--- src/rtl/assert_macros.svh ---
// ----------------------------------------------------------------------------
// assert_macros.svh
// Shared concurrent assertion macros, clocked on clk with rst as disable.
// ----------------------------------------------------------------------------
`ifndef ASSERT_MACROS_SVH
`define ASSERT_MACROS_SVH

// same-cycle implication
`define CLSRNG_ASSERT_NOW(label, ante, cons) \
  label: assert property (@(posedge clk) disable iff (rst) (ante) |-> (cons)) \
    else $error("clsrng assertion failed");

// next-cycle implication
`define CLSRNG_ASSERT_NEXT(label, ante, cons) \
  label: assert property (@(posedge clk) disable iff (rst) (ante) |=> (cons)) \
    else $error("clsrng assertion failed");

`endif

--- src/rtl/clsrng_pkg.sv ---
// ----------------------------------------------------------------------------
// clsrng_pkg
// Types, constants and the modular fold shared by the shuffled combined RNG.
// ----------------------------------------------------------------------------
package clsrng_pkg;

  localparam int unsigned DEFAULT_TABLE_SIZE = 32;

  typedef logic [30:0] val_t;
  typedef logic [46:0] prod_t;

  // generator moduli and multipliers
  localparam val_t        MOD_A       = 31'd2147483563;
  localparam val_t        MOD_B       = 31'd2147483399;
  localparam logic [15:0] MUL_A       = 16'd40014;
  localparam logic [15:0] MUL_B       = 16'd40692;
  // 2^31 minus each modulus, used to fold the upper product bits back in
  localparam logic [7:0]  FOLD_A      = 8'd85;
  localparam logic [7:0]  FOLD_B      = 8'd249;
  localparam val_t        TOP_OUT     = 31'd2147483562;
  localparam val_t        INIT_SECOND = 31'd123456789;

  typedef enum logic [2:0] {
    ST_IDLE,
    ST_SEED_MUL,
    ST_SEED_RED,
    ST_DRAW_MUL,
    ST_DRAW_RD,
    ST_DRAW_WR
  } state_t;

  // reduce a 47-bit product modulo a modulus just under 2^31
  function automatic val_t mod_fold(input prod_t prod, input logic [7:0] fold,
                                    input val_t modulus);
    logic [31:0] t;
    t = 32'(prod[46:31]) * 32'(fold) + 32'(prod[30:0]);
    if (t >= {1'b0, modulus}) begin
      t = t - {1'b0, modulus};
    end
    return t[30:0];
  endfunction

endpackage

--- src/rtl/clsrng_if.sv ---
// ----------------------------------------------------------------------------
// clsrng_if
// Valid/ready channels for commands into and samples out of the RNG.
// ----------------------------------------------------------------------------
interface clsrng_req_if;
  import clsrng_pkg::*;

  logic valid;
  logic ready;
  logic cmd;
  val_t seed_value;

  modport source (output valid, output cmd, output seed_value, input ready);
  modport sink   (input valid, input cmd, input seed_value, output ready);
endinterface

interface clsrng_rsp_if;
  import clsrng_pkg::*;

  logic valid;
  logic ready;
  val_t sample;

  modport source (output valid, output sample, input ready);
  modport sink   (input valid, input sample, output ready);
endinterface

--- src/rtl/combined_lcg_shuffle_rng.sv ---
// ----------------------------------------------------------------------------
// combined_lcg_shuffle_rng
// Two combined multiplicative generators behind a shuffle table in block RAM.
// ----------------------------------------------------------------------------
// Usage:
//   req carries one transaction per sample: cmd 0 draws, cmd 1 reseeds with
//   seed_value (0 taken as 1) and then draws. rsp returns one sample per
//   request, in 1..2147483562.
//   A draw runs from the accept through the multiply state, the fold together
//   with the shuffle table read, and the write-back through the table's
//   synchronous read and write ports; no new request is taken until the draw
//   is back in idle.
//   A reseed first runs TABLE_SIZE+8 generator steps, each a multiply state
//   and a fold state; the last TABLE_SIZE steps fill the table.
//   After reset the block is unseeded; its first draw reseeds with 1.
//   The shuffle table has no reset; every entry is filled by the first
//   reseed before any draw reads it.
//   The result sits in an output register. req.ready rises again while a
//   sample waits; if rsp stalls the next draw holds in its final step
//   until the output register frees.
// ----------------------------------------------------------------------------
module combined_lcg_shuffle_rng #(
  parameter int unsigned TABLE_SIZE = clsrng_pkg::DEFAULT_TABLE_SIZE
) (
  input logic         clk,
  input logic         rst,
  clsrng_req_if.sink  req,
  clsrng_rsp_if.source rsp
);
  import clsrng_pkg::*;

  `include "assert_macros.svh"

  localparam int unsigned      IDX_W    = (TABLE_SIZE > 1) ? $clog2(TABLE_SIZE) : 1;
  localparam int unsigned      CNT_W    = $clog2(TABLE_SIZE + 8);
  localparam longint unsigned  BUCKET   = 64'd1 + 64'(TOP_OUT) / 64'(TABLE_SIZE);
  localparam int unsigned      RECIP_SH = 31 + $clog2(BUCKET);
  localparam longint unsigned  RECIP    = ((64'd1 << RECIP_SH) + BUCKET - 64'd1) / BUCKET;
  localparam logic [31:0]      RECIP_K  = RECIP[31:0];

  // sequencer and generator state
  state_t state, state_next;
  val_t   first_gen;
  val_t   second_gen;
  val_t   last_out;
  logic   out_valid;
  val_t   out_sample;

  // datapath registers
  prod_t             prod_a;
  prod_t             prod_b;
  logic [62:0]       prod_i;
  logic [CNT_W-1:0]  cnt;
  logic [IDX_W-1:0]  idx_reg;

  // shuffle table memory
  val_t             tbl [TABLE_SIZE];
  val_t             tbl_rdata;
  logic             tbl_we;
  logic [IDX_W-1:0] tbl_waddr;
  val_t             tbl_wdata;
  logic [IDX_W-1:0] rd_addr;

  logic             accept;
  logic             need_seed;
  logic             emit_ok;
  val_t             seed_eff;
  val_t             red_a;
  val_t             red_b;
  logic [62:0]      q_full;
  logic [IDX_W-1:0] idx_calc;
  logic [31:0]      diff;
  logic [31:0]      wrapped;
  val_t             new_out;

  // no request is taken while reset is held
  assign req.ready = (state == ST_IDLE) && !rst;
  assign rsp.valid = out_valid;
  assign rsp.sample = out_sample;

  assign accept    = req.valid && req.ready;
  assign need_seed = req.cmd || (first_gen == '0);
  assign emit_ok   = !out_valid || rsp.ready;
  assign seed_eff  = (req.cmd && (req.seed_value != '0)) ? req.seed_value : 31'd1;

  // generator folds off the registered products
  assign red_a = mod_fold(prod_a, FOLD_A, MOD_A);
  assign red_b = mod_fold(prod_b, FOLD_B, MOD_B);

  // table index by reciprocal multiply, wrapped to 0 if ever out of range
  assign q_full   = prod_i >> RECIP_SH;
  assign idx_calc = (q_full >= 63'(TABLE_SIZE)) ? '0 : q_full[IDX_W-1:0];

  // shuffled output: table entry minus second generator, wrapped into range
  assign diff    = {1'b0, tbl_rdata} - {1'b0, second_gen};
  assign wrapped = (diff[31] || (diff == '0)) ? (diff + {1'b0, TOP_OUT}) : diff;
  assign new_out = wrapped[30:0];

  // memory port control
  always_comb begin
    tbl_we    = 1'b0;
    tbl_waddr = idx_reg;
    tbl_wdata = first_gen;
    if (state == ST_SEED_RED) begin
      tbl_we    = (cnt < CNT_W'(TABLE_SIZE));
      tbl_waddr = cnt[IDX_W-1:0];
      tbl_wdata = red_a;
    end else if (state == ST_DRAW_WR) begin
      tbl_we = emit_ok;
    end
    rd_addr = (state == ST_DRAW_RD) ? idx_calc : idx_reg;
  end

  // table write and registered read; a draw reads before it writes back
  always_ff @(posedge clk) begin
    if (tbl_we) begin
      tbl[tbl_waddr] <= tbl_wdata;
    end
    tbl_rdata <= tbl[rd_addr];
  end

  // state register
  always_ff @(posedge clk) begin
    if (rst) begin
      state <= ST_IDLE;
    end else begin
      state <= state_next;
    end
  end

  // next state
  always_comb begin
    state_next = state;
    unique case (state)
      ST_IDLE: begin
        if (accept) begin
          state_next = need_seed ? ST_SEED_MUL : ST_DRAW_MUL;
        end
      end
      ST_SEED_MUL: state_next = ST_SEED_RED;
      ST_SEED_RED: state_next = (cnt == '0) ? ST_DRAW_MUL : ST_SEED_MUL;
      ST_DRAW_MUL: state_next = ST_DRAW_RD;
      ST_DRAW_RD:  state_next = ST_DRAW_WR;
      ST_DRAW_WR: begin
        if (emit_ok) begin
          state_next = ST_IDLE;
        end
      end
      default: state_next = ST_IDLE;
    endcase
  end

  // generator state and output valid
  always_ff @(posedge clk) begin
    if (rst) begin
      first_gen  <= '0;
      second_gen <= INIT_SECOND;
      last_out   <= '0;
      out_valid  <= 1'b0;
    end else begin
      if ((state == ST_DRAW_WR) && emit_ok) begin
        out_valid <= 1'b1;
      end else if (rsp.ready) begin
        out_valid <= 1'b0;
      end
      unique case (state)
        ST_IDLE: begin
          if (accept && need_seed) begin
            first_gen  <= seed_eff;
            second_gen <= seed_eff;
          end
        end
        ST_SEED_RED: begin
          first_gen <= red_a;
          if (cnt == '0) begin
            last_out <= red_a;
          end
        end
        ST_DRAW_RD: begin
          first_gen  <= red_a;
          second_gen <= red_b;
        end
        ST_DRAW_WR: begin
          if (emit_ok) begin
            last_out <= new_out;
          end
        end
        default: begin
        end
      endcase
    end
  end

  // products, step counter, index and output payload
  always_ff @(posedge clk) begin
    unique case (state)
      ST_IDLE: begin
        cnt <= CNT_W'(TABLE_SIZE + 7);
      end
      ST_SEED_MUL: begin
        prod_a <= 47'(first_gen) * 47'(MUL_A);
      end
      ST_SEED_RED: begin
        cnt <= cnt - 1'b1;
      end
      ST_DRAW_MUL: begin
        prod_a <= 47'(first_gen) * 47'(MUL_A);
        prod_b <= 47'(second_gen) * 47'(MUL_B);
        prod_i <= 63'(last_out) * 63'(RECIP_K);
      end
      ST_DRAW_RD: begin
        idx_reg <= idx_calc;
      end
      ST_DRAW_WR: begin
        if (emit_ok) begin
          out_sample <= new_out;
        end
      end
      default: begin
      end
    endcase
  end

  // checks
  `CLSRNG_ASSERT_NOW(a_sample_range, rsp.valid, (rsp.sample != '0) && (rsp.sample <= TOP_OUT))
  `CLSRNG_ASSERT_NOW(a_index_range, state == ST_DRAW_RD, q_full < 63'(TABLE_SIZE))
  `CLSRNG_ASSERT_NOW(a_fold_range, state == ST_SEED_RED, red_a < MOD_A)
  `CLSRNG_ASSERT_NEXT(a_hold_on_stall, (state == ST_DRAW_WR) && !emit_ok, state == ST_DRAW_WR)

endmodule
--- src/flat_wrapper.sv ---
// flat-port wrapper written by rule: the top's interface ports become plain ports
module combined_lcg_shuffle_rng_flat import clsrng_pkg::*;
#(
  parameter int unsigned TABLE_SIZE = clsrng_pkg::DEFAULT_TABLE_SIZE
)
  (clk, rst, req_valid, req_cmd, req_seed_value, req_ready, rsp_valid, rsp_sample, rsp_ready);
  clsrng_req_if req_i ();
  clsrng_rsp_if rsp_i ();
  input logic clk;
  input logic rst;
  input wire logic [$bits(req_i.valid)-1:0] req_valid;
  input wire logic [$bits(req_i.cmd)-1:0] req_cmd;
  input wire logic [$bits(req_i.seed_value)-1:0] req_seed_value;
  output wire logic [$bits(req_i.ready)-1:0] req_ready;
  output wire logic [$bits(rsp_i.valid)-1:0] rsp_valid;
  output wire logic [$bits(rsp_i.sample)-1:0] rsp_sample;
  input wire logic [$bits(rsp_i.ready)-1:0] rsp_ready;
  assign req_i.valid = req_valid;
  assign req_i.cmd = req_cmd;
  assign req_i.seed_value = req_seed_value;
  assign req_ready = req_i.ready;
  assign rsp_valid = rsp_i.valid;
  assign rsp_sample = rsp_i.sample;
  assign rsp_i.ready = rsp_ready;
  combined_lcg_shuffle_rng #(.TABLE_SIZE(TABLE_SIZE)) u_core (.clk(clk), .rst(rst), .req(req_i), .rsp(rsp_i));
endmodule
--- config.mk ---
export PLATFORM = sky130hd
export DESIGN_NAME = combined_lcg_shuffle_rng_flat
export DESIGN_NICKNAME = d
export VERILOG_FILES = /design/src/rtl/clsrng_pkg.sv /design/src/rtl/clsrng_if.sv /design/src/rtl/combined_lcg_shuffle_rng.sv /design/src/flat_wrapper.sv
export VERILOG_INCLUDE_DIRS = /design/src /design/src/rtl
export SDC_FILE = /design/constraint.sdc
export NUM_CORES = 2
export LEC_CHECK = 0
export BUFFER_PORTS_ARGS = -buffer_cell sky130_fd_sc_hd__buf_2
export CORE_MARGIN = 1.5
export CORE_UTILIZATION = 25
export DETAILED_ROUTE_END_ITERATION = 16
export GPL_ROUTABILITY_DRIVEN = 0
export GPL_TIMING_DRIVEN = 0
export PLACE_DENSITY = 0.38
export RECOVER_POWER = 25
export SLEW_MARGIN = 10
export SYNTH_ARGS = -nofsm -noshare
export SYNTH_HDL_FRONTEND = slang
export SYNTH_SLANG_ARGS = --single-unit
export TNS_END_PERCENT = 10
--- constraint.sdc ---
create_clock -name clk -period 21.9 [get_ports clk]
set_input_delay 3.285 -clock clk [delete_from_list [all_inputs] [get_ports clk]]
set_output_delay 3.285 -clock clk [all_outputs]
set_load 0.01 [all_outputs]
==> flow_metrics.env <==
export IMPL_dp_hpwl_um=224000
export IMPL_largest_reg_flops=992
export IMPL_tns_ns=0
export IMPL_initial_core_util_pct=25.2
export IMPL_period_minus_slack_ns=8.06
export IMPL_synth_edf_count=1126
export IMPL_synth_warnings=0
export IMPL_cp_data_arrival_time_ns=8.73
export IMPL_top_regs="u_core.tbl: 992 flops, u_core.prod_a: 46 flops, u_core.prod_b: 45 flops"
export IMPL_crit_required_ns=22.57
export IMPL_worst_slew_pin_transition_ns=3.76
export IMPL_cap_violations=20
export IMPL_fin_crit_sh_pct=36.8
export IMPL_ctsHtreeMaxLevel=4
export IMPL_fmax_mhz=124
export IMPL_vias=54700
export IMPL_antenna_found_initial=16
export IMPL_die_area_um2=314000
export IMPL_drc=0
export IMPL_root_buffer="clkbuf_16"
export IMPL_cts_tree="done"
export IMPL_rsz0062_at_grt="false"
export IMPL_cts_resized=0
export IMPL_async_reset_ff_share_pct=0
export IMPL_ios=69
export IMPL_die_h_um=561
export IMPL_final_cell_mix="nand2_1, edfxtp_1, inv_1, ha_1, nand3_1"
export IMPL_routedWlPerCell_um=24.0
export IMPL_port_buffers=68
export IMPL_regMostFlops="u_core.tbl"
export IMPL_syn_area_um2=77800
export IMPL_worst_setup_path_start_kind="flop"
export IMPL_slew_headroom_pct=-151
export IMPL_r2r_start="u_core.prod_a[34]"
export IMPL_final_antenna_net_count=0
export IMPL_crit_start="u_core.prod_a[34]"
export IMPL_syn_to_final_growth_pct=15.8
export IMPL_synth_main_ff_cell="edfxtp_1"
export IMPL_grt_max_degree=53
export IMPL_ys_seq_elements=1259
export IMPL_syn_area_per_cell_um2=11.0
export IMPL_failed_checks="capacitance limit, slew limit"
export IMPL_drive_above_1_share_pct=5.70
export IMPL_setup_viol=0
export IMPL_insertion_delay_ns=0.85
export IMPL_end_kind="flop"
export IMPL_cts_hold_buf=0
export IMPL_finClkSkew_ns=0.0929
export IMPL_drv_slew=419
export IMPL_synth_compound_area_share_pct=9.60
export IMPL_numCtsBuffers=157
export IMPL_final_hold_violation_count=0
export IMPL_core_area_um2=309000
export IMPL_hold_class="flop to flop"
export IMPL_synth_top_family_by_area="adder cells"
export IMPL_die_width_um=561
export IMPL_clk_pin_slew_worst_paths_ns=0.06
export IMPL_clock_path_buffers=4
export IMPL_status="finished with violations"
export IMPL_grt_overflow=0
export IMPL_yosys_area_share_xor_xnor_pct=2.40
export IMPL_yosys_area_share_simple_pct=13.9
export IMPL_wirelength_um=279000
export IMPL_synthAdderAreaFrac_pct=21.7
export IMPL_post_cts_setup_buffers=0
export IMPL_grt_pass1_vias=56000
export IMPL_muxShareOfSynthArea_pct=0.187
export IMPL_synth_cell_types=98
export IMPL_layout_nets=8512
export IMPL_hp_start="u_core.last_out[10]"
export IMPL_grt_pass1_wl_um=402000
export IMPL_cp_max_fo=17
export IMPL_synth_nets=8205
export IMPL_track_usage_pct=17.6
export IMPL_synthCells=7088
export IMPL_dr_pass1_iters=8
export IMPL_drtIter0Drc=4021
export IMPL_crit_type="flop to flop"
export IMPL_rows=204
export IMPL_vias_per_cell=4.70
export IMPL_ys_seq_area_share_pct=46.9
export IMPL_final_common_cell="nand2_1"
export IMPL_numClockSinks=1259
[cells in the mapped netlist, types with 73 or more instances]
library cell  number  area share, %
xor2_1            73           0.82
a21oi_1          178            1.1
inv_1            780            3.8
nand2_1         1201            5.8
a21o_1           131            1.3
and3_1            94           0.76
dfxtp_1          133            3.4
nor2_1           225            1.1
xnor2_1          140            1.6
fa_1             450             12
nand3_1          573            3.7
o21ai_0          136           0.88
ha_1             631             10
edfxtp_1        1126             43
clkbuf_1         283            1.4
a311oi_1         158            1.8
[through the flow]
stage / setup WS, ns / hold slack (ns) / cell area [um2] / cells / utilization (%)
final: 13.84 / 0.558 / 90100 / 11600 / 29.2
after global routing: 13.40 / 0.582 / 90100 / 11600 / 29.1
after CTS: 13.89 / 0.567 / 90500 / 11600 / 29.3
after detailed placement: 13.93 / 0.559 / 85800 / 11400 / 27.7
after global placement: 9.36 / 0.558 / 83300 / 11300 / 26.9
after floorplan: 14.75 / 0.466 / 77800 / 7088 / -
[metal layers]
| metal | vias up | track usage [%] | wire [um] |
|---|---|---|---|
| met1 | 27400 | 24.3 | 130000 |
| met3 | 313 | 2.45 | 13300 |
| met4 | 0 | 5.60 | 9320 |
| met2 | 1276 | 28.1 | 127000 |
| met5 | - | 0 | 0 |
| li1 | 25600 | - | - |
[cell families after synthesis]
family	Yosys count
AO/OA/AOI/OAI	1033
multiplexers	14
flip-flops	1259
XOR/XNOR	213
AND/OR/NAND/NOR	2391
adder cells (fa/ha/maj)	1081
buffers and inverters	1097
[final timing paths]
check,end,slack [ns],depth (start not counted)
worst max-delay path,u_core.tbl[27][17],13.84,20
worst min-delay path,u_core.last_out[10],0.56,2
worst max register to register,u_core.tbl[27][17],13.84,20
worst min register to register,u_core.last_out[10],0.56,2
[final cells by class]
class / count / area, um2
multi-input combinational: 4732 / 37600
clock inverter: 73 / 652
clock buffer: 195 / 4110
inverter: 784 / 2940
buffer: 313 / 1200
tap: 4120 / 5150
sequential: 1259 / 36500
antenna: 6 / 15.0
fill: 32000 / 219000
timing repair buffer: 148 / 1920
[worst max-delay path, stage by stage, from the launching register on]
cell	delay, ns
edfxtp_1	0.52
ha_1	0.38
inv_1	0.07
fa_1	0.48
fa_1	0.51
fa_1	0.58
inv_1	0.05
ha_1	0.35
and3_1	0.20
a221oi_1	0.72
o21ai_0	0.29
xor2_1	0.42
nand4_1	0.41
nor2_1	0.41
and4_1	0.23
clkbuf_1	0.26
o211ai_1	0.15
xnor2_1	0.99
nand2_1	0.24
o21ai_4	0.38
buf_16	0.23
Power is not shown: default switching activity piles up to over one toggle a cycle in this logic, so the estimate is an artifact.
